**src/rtl/core/tdf_pkg.sv**
```systemverilog
// ----------------------------------------------------------------------------
// tdf_pkg: shared types and constants for the depth-fill rasterizer
// Request codes, field widths and default store dimensions.
// ----------------------------------------------------------------------------
`default_nettype none

package tdf_pkg;

  localparam int COORD_W  = 14;   // vertex coordinate, two's complement
  localparam int DEPTH_W  = 16;   // depth value, unsigned fixed point
  localparam int RPOS_W   = 9;    // read position
  localparam int COUNT_W  = 19;   // updated-pixel count
  localparam int DIM_W    = 10;   // screen dimension register
  localparam int CIDX_W   = 1;    // config register index
  localparam int DIFF_W   = 15;   // coordinate difference
  localparam int EDGE_W   = 32;   // edge function value
  localparam int NUM_W    = 49;   // weighted depth sum
  localparam int AREA_W   = 31;   // positive doubled area

  localparam int DEF_MAX_WIDTH  = 512;
  localparam int DEF_MAX_HEIGHT = 512;

  localparam logic [DEPTH_W-1:0] FAR_DEPTH = '1;

  typedef enum logic [1:0] {
    REQ_CLEAR = 2'd0,
    REQ_TRI   = 2'd1,
    REQ_READ  = 2'd2,
    REQ_NONE  = 2'd3
  } req_t;

  typedef enum logic [CIDX_W-1:0] {
    CFG_WIDTH  = 1'b0,
    CFG_HEIGHT = 1'b1
  } cfg_idx_t;

  typedef logic signed [COORD_W-1:0] coord_t;
  typedef logic        [DEPTH_W-1:0] depth_t;
  typedef logic signed [DIFF_W-1:0]  diff_t;
  typedef logic signed [EDGE_W-1:0]  edge_t;

  // top-left rule for edge p->q
  function automatic logic top_left(coord_t px, coord_t py, coord_t qx, coord_t qy);
    return ((py == qy) && (px < qx)) || (py < qy);
  endfunction

endpackage

`default_nettype wire

```
**src/rtl/core/tdf_div.sv**
```systemverilog
// ----------------------------------------------------------------------------
// tdf_div: serial restoring divider for the interpolated depth
// One quotient bit per cycle; quotient is known to fit the depth width.
// ----------------------------------------------------------------------------
`default_nettype none

module tdf_div (
  input  wire logic                          clk,
  input  wire logic                          rst,
  input  wire logic                          start,
  input  wire logic [tdf_pkg::NUM_W-1:0]     num,
  input  wire logic [tdf_pkg::AREA_W-1:0]    den,
  output logic                               busy,
  output logic                               done,
  output tdf_pkg::depth_t                    quot
);
  import tdf_pkg::*;

  localparam int STEP_W = $clog2(DEPTH_W);

  logic [NUM_W-1:0]  rem;
  logic [NUM_W-1:0]  dsh;
  logic [STEP_W-1:0] step;
  logic              fits;

  assign fits = (rem >= dsh);

  always_ff @(posedge clk) begin
    if (rst) begin
      busy <= 1'b0;
      done <= 1'b0;
    end else begin
      done <= 1'b0;
      if (start) begin
        busy <= 1'b1;
        rem  <= num;
        dsh  <= NUM_W'(den) << (DEPTH_W - 1);
        step <= '0;
      end else if (busy) begin
        if (fits) begin
          rem <= rem - dsh;
        end
        quot <= {quot[DEPTH_W-2:0], fits};
        dsh  <= dsh >> 1;
        step <= step + 1'b1;
        if (step == STEP_W'(DEPTH_W - 1)) begin
          busy <= 1'b0;
          done <= 1'b1;
        end
      end
    end
  end

endmodule

`default_nettype wire

```
**config.mk**
```make
export PLATFORM = sky130hd
export DESIGN_NAME = tdf_div
export DESIGN_NICKNAME = d
export VERILOG_FILES = /design/src/rtl/core/tdf_pkg.sv /design/src/rtl/core/tdf_div.sv
export SDC_FILE = /design/constraint.sdc
export NUM_CORES = 1
export LEC_CHECK = 0
export ABC_AREA = 1
export BUFFER_PORTS_ARGS = -buffer_cell sky130_fd_sc_hd__buf_4
export CORE_UTILIZATION = 52
export DETAILED_ROUTE_END_ITERATION = 7
export PLACE_DENSITY_LB_ADDON = 0.1
export SLEW_MARGIN = 20
export SYNTH_ARGS = -nofsm -noshare
export SYNTH_HDL_FRONTEND = slang
export SYNTH_SLANG_ARGS = --single-unit
```
**constraint.sdc**
```tcl
create_clock -name clk -period 3.5 [get_ports clk]
set_input_delay 0.35 -clock clk [delete_from_list [all_inputs] [get_ports clk]]
set_output_delay 0.35 -clock clk [all_outputs]
set_load 0.01 [all_outputs]
```
### Word-level counts from Yosys, hierarchy flattened

Index checks and enable logic that the tools add are counted.

| storage, ports and cells | value |
|---|---|
| flip-flop bits (word level) | 119 |
| output and inout port bits | 18 |

| operators by class | value |
|---|---|
| add/subtract/negate cells | 2 |
| magnitude comparators | 1 |
| muxes and demuxes | 10 |
| equal/unequal tests | 1 |
| reductions and logical operators | 6 |
| bitwise logic cells | 3 |

Operator list:

| operator | number |
|---|---|
| 49-bit two-way mux | 3 |
| 49-bit by 48-bit >= comparator with 1-bit output | 1 |
| 49-bit by 48-bit subtractor with 49-bit output | 1 |
| 48-bit two-way mux | 1 |
| 46-bit two-way mux | 1 |
| 3-bit AND reduction | 2 |
| 4-bit by 1-bit adder with 4-bit output, second input constant | 1 |
| 4-bit == test, second input constant | 1 |
| 1-bit two-way mux | 4 |
| 4-bit two-way mux | 1 |
| 2-bit nonzero test | 2 |
| 1-bit NOT | 3 |
| 3-bit OR reduction | 1 |
| 2-bit AND reduction | 1 |

### Logic depth before layout (Yosys ltp)

Gate-level depths: netlist (run 1).

| depth | value |
|---|---|
| word-level depth | 4 |
| gate-level depth with buffers | 15 |

### Worst setup path after synthesis (run 1)

Ideal clock, no wire load.

| path | value |
|---|---|
| path type | reg-to-reg |
| start | reg rem[6] |
| end | reg rem[0] (enable) |
| stages on the path, launching flop included | 12 |
| setup slack | 0.540 ns |
| library setup time | 0.408 ns |
| arrival | 2.552 ns |
| required time | 3.092 ns |
| period minus slack after synthesis | 2.960 ns |
| cell sequence | edfxtp_1 > ha_1 > nand2_1 > nor2_2 > nand3_1 > nand3_2 > nand2_1 > nand2_1 > nand3_1 > nand3_2 > nand2_1 > nand2_1 |

| on the way | value |
|---|---|
| cells in the longest elaborated chain, start to end | 3 |

Ends and longest elaborated chain:

| element | line | text |
|---|---|---|
| start: declaration | tdf_div.sv:21 | `logic [NUM_W-1:0] rem;` |
| start signal: assignment | tdf_div.sv:36 | `rem <= num;` |
| start signal: assignment | tdf_div.sv:41 | `rem <= rem - dsh;` |
| 49-bit by 48-bit >= comparator with 1-bit output | tdf_div.sv:26 | `assign fits = (rem >= dsh);` |
| net fits | tdf_div.sv:24 | `logic fits;` |
| 2-bit nonzero test (no source line) | - |  |
| 3-bit AND reduction (no source line) | - |  |

The timed path passes the listed nets, and every way through them passes these cells.
A chain may end at the register's enable or synchronous reset.

### Worst setup path in the final report (run 1)

| path | value |
|---|---|
| start | reg rem[13] |
| end | reg rem[9] (enable) |

Same word-level chain as after synthesis.

==> results.ini, run 1 <==
[status]
status=finished clean

[place]
routabilityCongestion=0.994
dp_hpwl_um=20400
pre_cts_slack_ns=0.785
dpl_cell_area_mm2=0.0102
io_buffers=100

[timing]
finalCritPeriodShare=0.790
finalSetupTns_ns=0
rsz0062_at_grt=no
period_minus_slack_ns=2.76
fmax_mhz=362
setup_ws_ns=0.735
final-hold-violation-count=0
report.final.slew_viol_count=0
max_slew_margin=0.555
hold_slack_ns=0.176
worst_pin_slew_ns=0.665
clock_skew_ns=0.0102
setup_viol=0

[layout]
nets=1601
fillers=1677
drive_above_1_share=0.157
area_delta_synth_final_pct=18.2
diodes=0
fin_area_mm2=0.0109

[synthesis]
async_reset_ff_frac=0
ys_seq_elements=117
yosysWarningCount=0
syn_area_mm2=0.00920
synthXorXnorAreaFrac=0.0114
synth_seq_area_share=0.380
syn-num-nets=1496
syn_area_per_cell_um2=6.74
synthCells=1365
synth_cell_types=31
ys.flop_type=edfxtp_1
synth_fa_ha_area_frac=0.0661
synthSimpleGateAreaFrac=0.369
synth_top_family_by_area=simple AND/OR/NAND/NOR gates
synth_edf_count=115
synthMuxAreaShare=0
synth_compound_area_frac=0.0429

[power]
power.total_mw=5.60
pwr-share-seq=0.316
power_density_mw_per_mm2=515
p_leak_nw=5.73
p_int_mw=3.57
irDropWorstVdd_v=0.000389
clkPwrFrac=0.348
swShare=0.362
switchingPower_mw=2.03
p_comb_frac=0.336

[cts]
cts_setup_buffers=0
cts.repair.resized=0
clock_sinks=117
hold_buffers=0
cts_buffers=17
cts_tree=done
cts_max_level=4
cts-root-buf=clkbuf_16
ctsLongestPathBuffers=2
insertion_delay_ns=0.43
clkTransAtPathRegs_ns=0.06

[setup_path]
reg2reg_slack_ns=0.74
cp.required_ns=3.60
ff2ff_path_depth=10
start_kind=register
crit_chain=ha_1, nand2_2, nor2_2, nand2_2, nor4_1, nand4_1, nand3_2, nand2_1, nand2_2, buf_12
cp_max_fo=49
cpPeakStageDelay_ns=0.39
crit_path_end_kind=register
setup.worst_path.class=register to register
crit_arrival_ns=2.87
cpMaxStageDelayCell=ha_1
crit_top_cell=nand2_2
worstReg2RegStart=rem[13]
rr_endpoint=rem[9]

[grt]
antenna_found_initial=0
grt-ovfl-total=0
grt_pass1_wl_um=41200
grt_pass1_vias=7981
grt_max_degree=75
grtUsageTotal=0.300

[route]
via_per_inst=4.91
vias=8390
drt_iter0_drc=565
wl_per_cell_um=15.2
drtAntennaViolNets=0
drt-total-wl_um=26000
dr.pass1.iters=5
drc=0

[job]
maxCapViolCount=0

[floorplan]
die_h_um=135
rows=48
core_mm2=0.0173
fp.dieArea_mm2=0.0182
start_util=0.532
dieWidth_um=135
ios=101

[min_path]
whs_path_depth=3
min_to=dsh[45]
hold_start=den[30]
min_path_type=input pin to register

[per-layer routing]
layer,part of all wire,wire (um),track usage
met1,0.48,12600,0.413
met2,0.45,11800,0.490
met3,0.045,1160,0.0435
met4,0.018,456,0.0893
met5,0,0,0
[layout make-up]
| type | instances | area [um2] | share of cell area |
|---|---|---|---|
| clock buffers | 17 | 425 | 0.0391 |
| clock inverters | 15 | 218 | 0.0200 |
| inverters | 298 | 1120 | 0.103 |
| multi-input cells | 930 | 4510 | 0.415 |
| flip-flops and latches | 117 | 3490 | 0.321 |
| well taps | 225 | 282 | 0.0259 |
| repair buffers | 106 | 821 | 0.0755 |
[logic make-up after synthesis]
family	Yosys count
XOR/XNOR	12
flip-flops	117
AND/OR/NAND/NOR	792
AO/OA/AOI/OAI	78
buffers and inverters	318
adder cells (fa/ha/maj)	48
[metrics by stage]
step,util,instances
floorplan,-,1365
global placement,0.591,1676
detailed placement,0.591,1676
CTS,0.628,1708
global route,0.628,1708
finish,0.628,1708
[registers in the layout, indices dropped and copies added (netlist names)]
| register | count |
|---|---|
| busy | 1 |
| done | 1 |
| dsh | 46 |
| quot | 16 |
| rem | 49 |
| step | 4 |
[power groups by stage]
stage / sequential [mW] / combinational [mW] / clock, mW
2_1_floorplan: 1.79 / 1.33 / 0
3_3_place_gp: 1.79 / 1.83 / 0
3_5_place_dp: 1.80 / 1.85 / 0
4_1_cts: 1.77 / 1.87 / 1.96
5_1_grt: 1.78 / 2.11 / 2.01
6_report: 1.77 / 1.88 / 1.95
[worst max path at each step]
stage	from	to	cells after the start
floorplan	rem[6]	rem[0]	11
global placement	dsh[13]	rem[9]	11
detailed placement	rem[13]	rem[2]	10
CTS	rem[13]	rem[3]	10
global route	dsh[13]	rem[9]	11
finish	rem[13]	rem[9]	10
[worst max-delay path: cells and delay by family (launching register included)]
kind                       cells  cell delay, ns
and+or+nand+nor                8            1.33
adders and majority gates      1            0.39
DFF                            1            0.38
buffers and inverters          1            0.31
[cell usage after synthesis, types with 2 or more instances]
| cell | n | area (um2) |
|---|---|---|
| nor4_1 | 4 | 25.0 |
| o21ai_0 | 41 | 205 |
| or2_2 | 11 | 68.8 |
| nor2_1 | 80 | 300 |
| a21oi_1 | 30 | 150 |
| nor3_1 | 5 | 25.0 |
| xnor2_1 | 11 | 96.3 |
| nor2_4 | 4 | 45.0 |
| nand4_1 | 11 | 68.8 |
| nand2_1 | 535 | 2010 |
| nand3_2 | 10 | 100 |
| o21ai_1 | 6 | 30.0 |
| nor2_2 | 31 | 194 |
| inv_2 | 11 | 41.3 |
| nand2_2 | 23 | 144 |
| dfxtp_1 | 2 | 40.0 |
| clkbuf_1 | 18 | 67.6 |
| nand3b_1 | 7 | 52.6 |
| edfxtp_1 | 115 | 3450 |
| ha_1 | 47 | 588 |
| inv_1 | 286 | 1070 |
| nand3_1 | 68 | 340 |
[cells in the final DEF (no fill, tap or decap), types with 7 or more instances in the layout]
| cell | instances |
|---|---|
| nand2_1 | 533 |
| inv_1 | 286 |
| edfxtp_1 | 115 |
| buf_4 | 104 |
| nor2_1 | 80 |
| nand3_1 | 68 |
| ha_1 | 47 |
| o21ai_0 | 41 |
| nor2_2 | 31 |
| a21oi_1 | 30 |
| nand2_2 | 25 |
| clkbuf_16 | 17 |
| inv_2 | 11 |
| nand4_1 | 11 |
| or2_2 | 11 |
| xnor2_1 | 11 |
| nand3_2 | 10 |
| nand3b_1 | 7 |
No activity file was read; power rests on OpenSTA's default activity.
==> run 2: changes to the inputs <==
ABC_AREA = 0   (was 1)
clock period = 2.6 ns   (was 3.5 ns; I/O delays follow)
==> run 2 against run 1 <==
Net effect:
- the flow now finishes with violations (setup timing)
- die area decreased by 15%
- sequential share of layout area decreased by 2.5 points
- cell area grew 8.4%
- sequential power rose by 33%
- clock power grew 20%
- first-iteration DRC count grew 2.5%
- flip-flop and latch count stayed put
- global-route usage rose by 1.8 points
- synthesized cell count is 38% lower
- via count fell by 8.0%
- power rose by 33%
- highest routed layer unchanged
==> results.ini, run 2 <==
[status]
status=complete, but fails checks  ; was finished clean
failed_checks=setup timing

[setup_path]
cpMaxStageDelayCell=ha_1  ; unchanged
cp_num_buf_inv=4  ; was 1
setup.worst_path.class=register to register  ; unchanged
start_kind=register  ; unchanged
cp_max_fo=8  ; was 49
ff2ff_path_depth=13  ; was 10
crit_arrival_ns=3.23  ; was 2.87 ns
crit_path_end_kind=register  ; unchanged
path_depth=13  ; was 10
rr_endpoint=rem[35]  ; was rem[9]
reg2reg_slack_ns=-0.48  ; was 0.74 ns
critPathCapture=rem[35]  ; was rem[9]
crit_chain=inv_1, ha_1, nand2_1, o21ai_2, a21oi_4, a211oi_2, o21bai_2, a2111oi_4, o31ai_4, a311oi_4, buf_6, buf_12, buf_16  ; was ha_1, nand2_2, nor2_2, nand2_2, nor4_1, nand4_1, nand3_2, nand2_1, nand2_2, buf_12
cp.required_ns=2.75  ; was 3.60 ns
critPathLaunch=dsh[12]  ; was rem[13]
critical_path.top_delay_family=compound AO/OA/AOI/OAI gates  ; was simple AND/OR/NAND/NOR gates
cpPeakStageDelay_ns=0.38  ; was 0.39 ns
worstReg2RegStart=dsh[12]  ; was rem[13]

[route]
drtAntennaViolNets=0  ; unchanged
drt_iter0_drc=579  ; was 565
wl_per_cell_um=18.8  ; was 15.2 um
via_per_inst=5.77  ; was 4.91
vias=7717  ; was 8390
drt-total-wl_um=25100  ; was 26000 um
drc=0  ; unchanged
dr.pass1.iters=5  ; unchanged

[cts]
hold_buffers=0  ; unchanged
clock_sinks=117  ; unchanged
ctsLongestPathBuffers=2  ; unchanged
cts-root-buf=clkbuf_16  ; unchanged
cts_tree=done  ; unchanged
cts_buffers=17  ; unchanged
clkTransAtPathRegs_ns=0.06  ; about the same
cts_max_level=4  ; unchanged
insertion_delay_ns=0.43  ; about the same

[synthesis]
synthTopCellsByCount=nand2_1, edfxtp_1, o21ai_0  ; was nand2_1, inv_1, edfxtp_1
synth_area_leader_cell=edfxtp_1  ; unchanged
async_reset_ff_frac=0  ; unchanged
synth_most_common_cell=nand2_1  ; unchanged
synthTopCellsByArea=edfxtp_1, ha_1, nand2_1, o21ai_0, a21oi_1  ; was edfxtp_1, nand2_1, inv_1, ha_1, nand3_1
synth_edf_count=115  ; unchanged
ys_seq_elements=117  ; unchanged
synth_seq_area_share=0.450  ; was 0.380
ys.flop_type=edfxtp_1  ; unchanged
synth.top_cell.area_share=0.445  ; was 0.376
yosysWarningCount=0  ; unchanged
syn-num-nets=974  ; was 1496
synthCells=843  ; was 1365
syn_area_mm2=0.00776  ; was 0.00920 mm2
syn_area_per_cell_um2=9.21  ; was 6.74 um2
synth_cell_types=70  ; was 31

[power]
pwr-share-seq=0.316  ; about the same
irDropWorstVdd_v=0.000535  ; was 0.000389 V
p_int_mw=4.90  ; was 3.57 mW
p_comb_frac=0.370  ; was 0.336
power.total_mw=7.43  ; was 5.60 mW
swShare=0.341  ; was 0.362
switchingPower_mw=2.53  ; was 2.03 mW
power_density_mw_per_mm2=631  ; was 515 mW/mm2
clkPwrFrac=0.314  ; was 0.348
p_leak_nw=5.02  ; was 5.73 nW

[floorplan]
rows=44  ; was 48
start_util=0.534  ; was 0.532
fp.dieArea_mm2=0.0154  ; was 0.0182 mm2
core_mm2=0.0145  ; was 0.0173 mm2
ios=101  ; unchanged
dieWidth_um=124  ; was 135 um
die_h_um=124  ; was 135 um

[grt]
grtUsageTotal=0.318  ; was 0.300
grt_pass1_vias=7687  ; was 7981
grt_pass1_wl_um=37100  ; was 41200 um
antenna_found_initial=0  ; unchanged
grt-ovfl-total=0  ; unchanged
grt_max_degree=62  ; was 75

[layout]
top_regs=rem (49), dsh (46), quot (16)  ; unchanged
layout_common_cells=buf_4, nand2_1, edfxtp_1, o21ai_0  ; was nand2_1, inv_1, edfxtp_1, buf_4, nor2_1
area_delta_synth_final_pct=51.8  ; was 18.2%
largest_reg_flops=49  ; unchanged
fillers=846  ; was 1677
diodes=0  ; unchanged
nets=1271  ; was 1601
drive_above_1_share=0.420  ; was 0.157
top_register=rem  ; unchanged
final_common_cell=buf_4  ; was nand2_1
final_util=0.811  ; was 0.628

[timing]
setup_viol=69  ; was 0
setup_ws_ns=-0.482  ; was 0.735 ns
rsz0062_at_grt=yes  ; was no
clock_skew_ns=0.00732  ; was 0.0102 ns
report.final.slew_viol_count=0  ; unchanged
fmax_mhz=324  ; was 362 MHz
finalSetupTns_ns=-25.28  ; was 0 ns
final-hold-violation-count=0  ; unchanged
worst_pin_slew_ns=0.533  ; was 0.665 ns
max_slew_margin=0.644  ; was 0.555
finalCritPeriodShare=1.19  ; was 0.790
period_minus_slack_ns=3.08  ; was 2.76 ns

[min_path]
hold_start=rst  ; was den[30]
min_path_type=input pin to register  ; unchanged

[place]
dp_hpwl_um=15600  ; was 20400 um
routabilityCongestion=0.939  ; was 0.994
io_buffers=100  ; unchanged

[job]
maxCapViolCount=0  ; unchanged

-- run 2: changes by cell type in the layout (fill, tap and decap cells not counted), sizes merged, moves of 11 or more --
cell    change
buf       +215
nor2       -57
o21bai     +14
nand2     -426
a21o       +25
xor2       +17
o21ai      +47
a21oi      +27
nand3      -59
inv       -231
xnor2      +11
-- run 2: routing by layer --
metal	track usage	wire length, um	vias to the layer above
met2	0.554	12600	348
met4	0.124	852	0
met1	0.382	10100	3649
met5	0	0	-
li1	-	-	3644
met3	0.0687	1550	76
-- run 2: cells by family (layout without fill, tap and decap cells) --
kind of cell	count (synthesis)	after routing	share of synthesized area
AND/OR/NAND/NOR	277	277	0.161
AO/OA/AOI/OAI	254	254	0.209
flip-flops	117	117	0.450
buffers and inverters	105	415	0.0534
adder cells (fa/ha/maj)	48	48	0.0783
XOR/XNOR	40	40	0.0451
multiplexers	2	2	0.00290
-- run 2: cell type report --
cell class / count / area (um2) / share of cell area
sequential: 117 / 3490 / 0.297
multi-input combinational: 621 / 4640 / 0.394
clock inverter: 15 / 158 / 0.0134
inverter: 62 / 233 / 0.0198
timing repair buffer: 321 / 2600 / 0.221
tap: 184 / 230 / 0.0195
clock buffer: 17 / 425 / 0.0361
-- run 2: worst reg2reg max path, cell delays in order (launching register included) --
cell	delay, ns
edfxtp_1	0.34
inv_1	0.07
ha_1	0.38
nand2_1	0.13
o21ai_2	0.23
a21oi_4	0.06
a211oi_2	0.29
o21bai_2	0.13
a2111oi_4	0.35
o31ai_4	0.11
a311oi_4	0.27
buf_6	0.17
buf_12	0.12
buf_16	0.14
-- run 2: stage by stage --
stage | cell area (um2) | setup slack (ns) | hold WS [ns] | cells
after floorplan | 7850 | -1.09 | 0.332 | 843
after global placement | 10100 | -0.279 | 0.433 | 1270
after detailed placement | 10100 | -0.378 | 0.439 | 1270
after CTS | 11300 | -0.363 | 0.0633 | 1324
after global routing | 11800 | -0.557 | 0.0711 | 1337
final | 11800 | -0.482 | 0.0721 | 1337
-- run 2: repair_timing --
action | 4_1_cts | 5_1_grt
cloned | 5 | 0
buffers inserted | 18 | 21
pin swaps | 23 | 49
gates resized for setup | 95 | 90
setup endpoints to repair | 74 | 81
-- run 2: how the worst min path moves through the flow --
stage | to | slack [ns] | cells past startpoint
final | busy | 0.07 | 2
after global routing | busy | 0.07 | 2
after CTS | busy | 0.06 | 2
after detailed placement | quot[9] | 0.44 | 0
after global placement | quot[9] | 0.43 | 0
after floorplan | busy | 0.33 | 1
-- run 2: power groups by stage --
| stage | clock, mW | combinational (mW) | sequential, mW |
|---|---|---|---|
| floorplan | 0 | 1.24 | 2.36 |
| global placement | 0 | 2.10 | 2.36 |
| detailed placement | 0 | 2.15 | 2.37 |
| CTS | 2.35 | 2.43 | 2.34 |
| global route | 2.43 | 2.94 | 2.36 |
| finish | 2.34 | 2.75 | 2.35 |
